File: config.mk
export PLATFORM = sky130hd
export DESIGN_NAME = qap_ram
export DESIGN_NICKNAME = d
export VERILOG_FILES = /design/src/rtl/core/qap_ram.sv
export SDC_FILE = /design/constraint.sdc
export NUM_CORES = 1
export LEC_CHECK = 0
export ABC_AREA = 0
export BUFFER_PORTS_ARGS = -buffer_cell sky130_fd_sc_hd__buf_2
export CAP_MARGIN = 40
export CORE_ASPECT_RATIO = 0.7
export CORE_MARGIN = 2
export CORE_UTILIZATION = 60
export CTS_CLUSTER_SIZE = 14
export DETAILED_ROUTE_END_ITERATION = 10
export PLACE_DENSITY_LB_ADDON = 0.25
export REMOVE_ABC_BUFFERS = 1
export SLEW_MARGIN = 20
export SYNTH_ARGS = -nofsm -noshare
export SYNTH_HDL_FRONTEND = slang
export SYNTH_SLANG_ARGS = --single-unit
File: constraint.sdc
create_clock -name i_clk -period 4 [get_ports i_clk]
set_input_delay 0.8 -clock i_clk [delete_from_list [all_inputs] [get_ports i_clk]]
set_output_delay 0.8 -clock i_clk [all_outputs]
set_load 0.05 [all_outputs]
File: src/rtl/core/qap_ram.sv
`timescale 1ns / 1ps

module qap_ram #(
    parameter int WIDTH = 16,
    parameter int DEPTH = 64,
    parameter int AW    = 6
) (
    input  logic             i_clk,
    input  logic             i_we,
    input  logic [AW-1:0]    i_waddr,
    input  logic [WIDTH-1:0] i_wdata,
    input  logic [AW-1:0]    i_raddr,
    output logic [WIDTH-1:0] o_rdata
);

    logic [WIDTH-1:0] r_mem [DEPTH];
    logic [WIDTH-1:0] r_rdata;

    always_ff @(posedge i_clk) begin
        if (i_we) begin
            r_mem[i_waddr] <= i_wdata;
        end
        r_rdata <= r_mem[i_raddr];
    end

    assign o_rdata = r_rdata;

endmodule

# Word-level counts from Yosys, hierarchy flattened
# Memories as Yosys holds them, arrays and structs flattened. A register that Yosys moved wholly into a read port is not among the register bits.
# Cells that the tools add are included.
[totals] mem_bits_rw=1024 wordCells=3 reg_bits=0 in_bits=30 memories=1
[classes] mux=2
[memory_table] name="r_mem" words=64 word_bits=16 read_ports=1 rd_clocked_by_memory_dff=1 write_ports=1 line="16" text="logic [WIDTH-1:0] r_mem [DEPTH];"
[ops] cell="$mux 1" count=2

# Longest topological paths before layout
[logic_depth] word_depth=2 depth_mapped=10 mapped_depth_nobuf=5

# Worst setup path before layout
# No wires, ideal clock.
[synth_timing] path_type="input to register" start="input port i_waddr[3]" end="memory r_mem[48][0] (enable)" setup_ns=0.409 slack_ns=1.165 arrival_time_ns=2.426 stages=4 cell_sequence="clkbuf_1 -> nor2b_1 -> nand4b_1 -> nor3_1"
[synth_rtl] element="start, declared" line="10" text="input logic [AW-1:0] i_waddr,"
[synth_rtl] element="end, declared" line="16"
# Straight into the memory's write port.

==> metrics.csv <==
metric,value,unit
Final Cycle Share,73.5,%
Finished Layout Cells,2960,
Worst VDD drop,341,uV
crit path DAT,3500,ps
total of max-cap violations,0,
CTS tree,yes,
"Distinct cells, synth",43,
initial antenna violation count,2,
Syn Area/Cell,21.9,um2
critical setup path kind,in -> reg,
start point of the critical path,i_raddr[0],
"critical path, cell by cell",buf_8 > buf_4 > mux4_2 > mux2_2 > nand2_1 > nand4_1 > and4_1,
#FFs+latches synth,1040,
RSZ-0062 raised after global routing,no,
"Reg clk slew, reported paths",60,ps
ys flop type,edfxtp_1,
IO Pins,46,
total CTS buffers,93,
Die ar.,68900,um2
outcome,finished clean,
synthesized area,40000,um2
DR vias,19900,
"Setup violations, final",0,
Initial DRC Count,2967,
Post-CTS Resized,0,
Final TNS setup,0,ps
Initial Util,60.5,%
Routed wire per std cell,32.3,um
Critical Path RT,4560,ps
largest net degree at the start of global routing,70,
count of final hold-check violations,0,
Final min period,2940,ps
crit end category,flip-flop,
Worst-Margin Slew,994,ps
area grow syn2layout,11.6,%
clk root buf,clkbuf_16,
final wirelength,95500,um
Crit path buffers/inverters,2,
crit-path max cell delay,580,ps
DR vias/cell,6.72,
row cnt,79,
clk buf depth,3,
clk_lat worst skew,670,ps
Post-synth EDFFs,1024,
Die H,220,um
Core Area,66200,um2
vias in the first global route,19500,
CTS Hold Bufs,0,
r2r setup slk,1730,ps
most frequent cells in the layout,"edfxtp_1 (1024), mux4_2 (220), buf_4 (121)",
first-pass GRT wire length,138000,um
drt drc,0,
CTS HTree Levels,3,
Max-slew headroom,33.7,%
pwr dens,487,nW/um2
layout cells sized above 1,27.0,%
crit-path max FO,44,
Setup crit start kind,input pin,
Max Slew Vio Count,0,
YS warnings,0,
Die X,313,um
"commonest non-fill, non-tap cell in the layout",edfxtp_1,
slowest CP cell,mux4_2,
GRT Overall Usage,28.6,%
"Remaining Overflow, GRT",0,
Worst path top cell family by delay,buffers and inverters,
Setup Buffers After CTS,0,
Hold Path Origin,i_wdata[7],
launch point of the worst reg-to-reg path,r_mem[63][3],
n_diodes,0,
placed instance count,2796,
Antenna Nets Post-Route,0,
total iterations of the first detailed-routing run,5,
RePlAce Congestion,0.883,
Cells after Synth,1829,
count of input and output buffers,45,
Post-synth ARST share,0,%
LEAKAGE,14.3,nW
Setup Skew,36.1,ps
sequential share of the synthesized area,77.6,%
Sink Count,1040,
Post-layout nets,2030,
HP Class,in -> reg,
post-DP HPWL,59100,um
Fmax achieved,340,MHz
==> path summary, 6_finish.rpt <==
path / endpoint / depth (start not counted)
max: o_rdata[10] / 7
min: r_mem[53][7] / 1
max reg2reg: o_rdata[3] / 4
min reg2reg: o_rdata[12] / 4
==> metal layers <==
metal	track usage (%)	part of all wire, %
met5	0	0.014
met1	44.2	40
met3	6.50	12
met4	9.12	2.7
met2	41.3	45
==> registers in the layout (all words and copies together) (netlist names) <==
| name | cells |
|---|---|
| o_rdata | 16 |
| r_mem | 1024 |
==> cell usage after synthesis (all sizes together), types with 12 or more instances <==
cell type	count	area [um2]
edfxtp	1024	30700
a22oi	39	293
nor2	74	283
a221oi	16	140
a21oi	17	85.1
nand3	24	120
buf	77	626
mux2	27	304
mux4	224	5060
nor2b	30	188
nand4	12	75.1
nand2	60	233
clkbuf	27	108
dfxtp	16	320
mux2i	85	851
==> area by class of cell <==
type                            instances  area (um2)
Multi-Input combinational cell        685        8250
Clock buffer                          128        2550
Timing Repair Buffer                  180        1430
Tap cell                              891        1110
Clock inverter                         36         275
Sequential cell                      1040       31100
Fill cell                            4155       21500
==> through the flow <==
step / instance area (um2) / hold WS, ps / setup slack, ps / utilization (%) / total power [mW]
finish: 44700 / 562 / 1060 / 67.5 / 21.8
global route: 44700 / 539 / 897 / 67.5 / 22.4
CTS: 44700 / 525 / 1090 / 67.5 / 21.8
detailed placement: 41900 / 854 / 386 / 63.2 / 13.6
global placement: 41700 / 846 / 352 / 63.0 / 13.5
floorplan: 39300 / 760 / 1320 / - / 12.8
==> cell families after synthesis <==
| group | synth area share (%) |
|---|---|
| muxes | 15.5 |
| buffers and inverters | 1.83 |
| and+or+nand+nor | 2.65 |
| DFF | 77.6 |
| AOI/OAI and AO/OA | 2.41 |
==> power by group <==
group	switching, mW	internal (mW)
logic	0.800	0.421
registers	0.0616	12.1
clock network	3.77	4.64
total	4.64	17.1
Power figures use the tool's default switching activity.
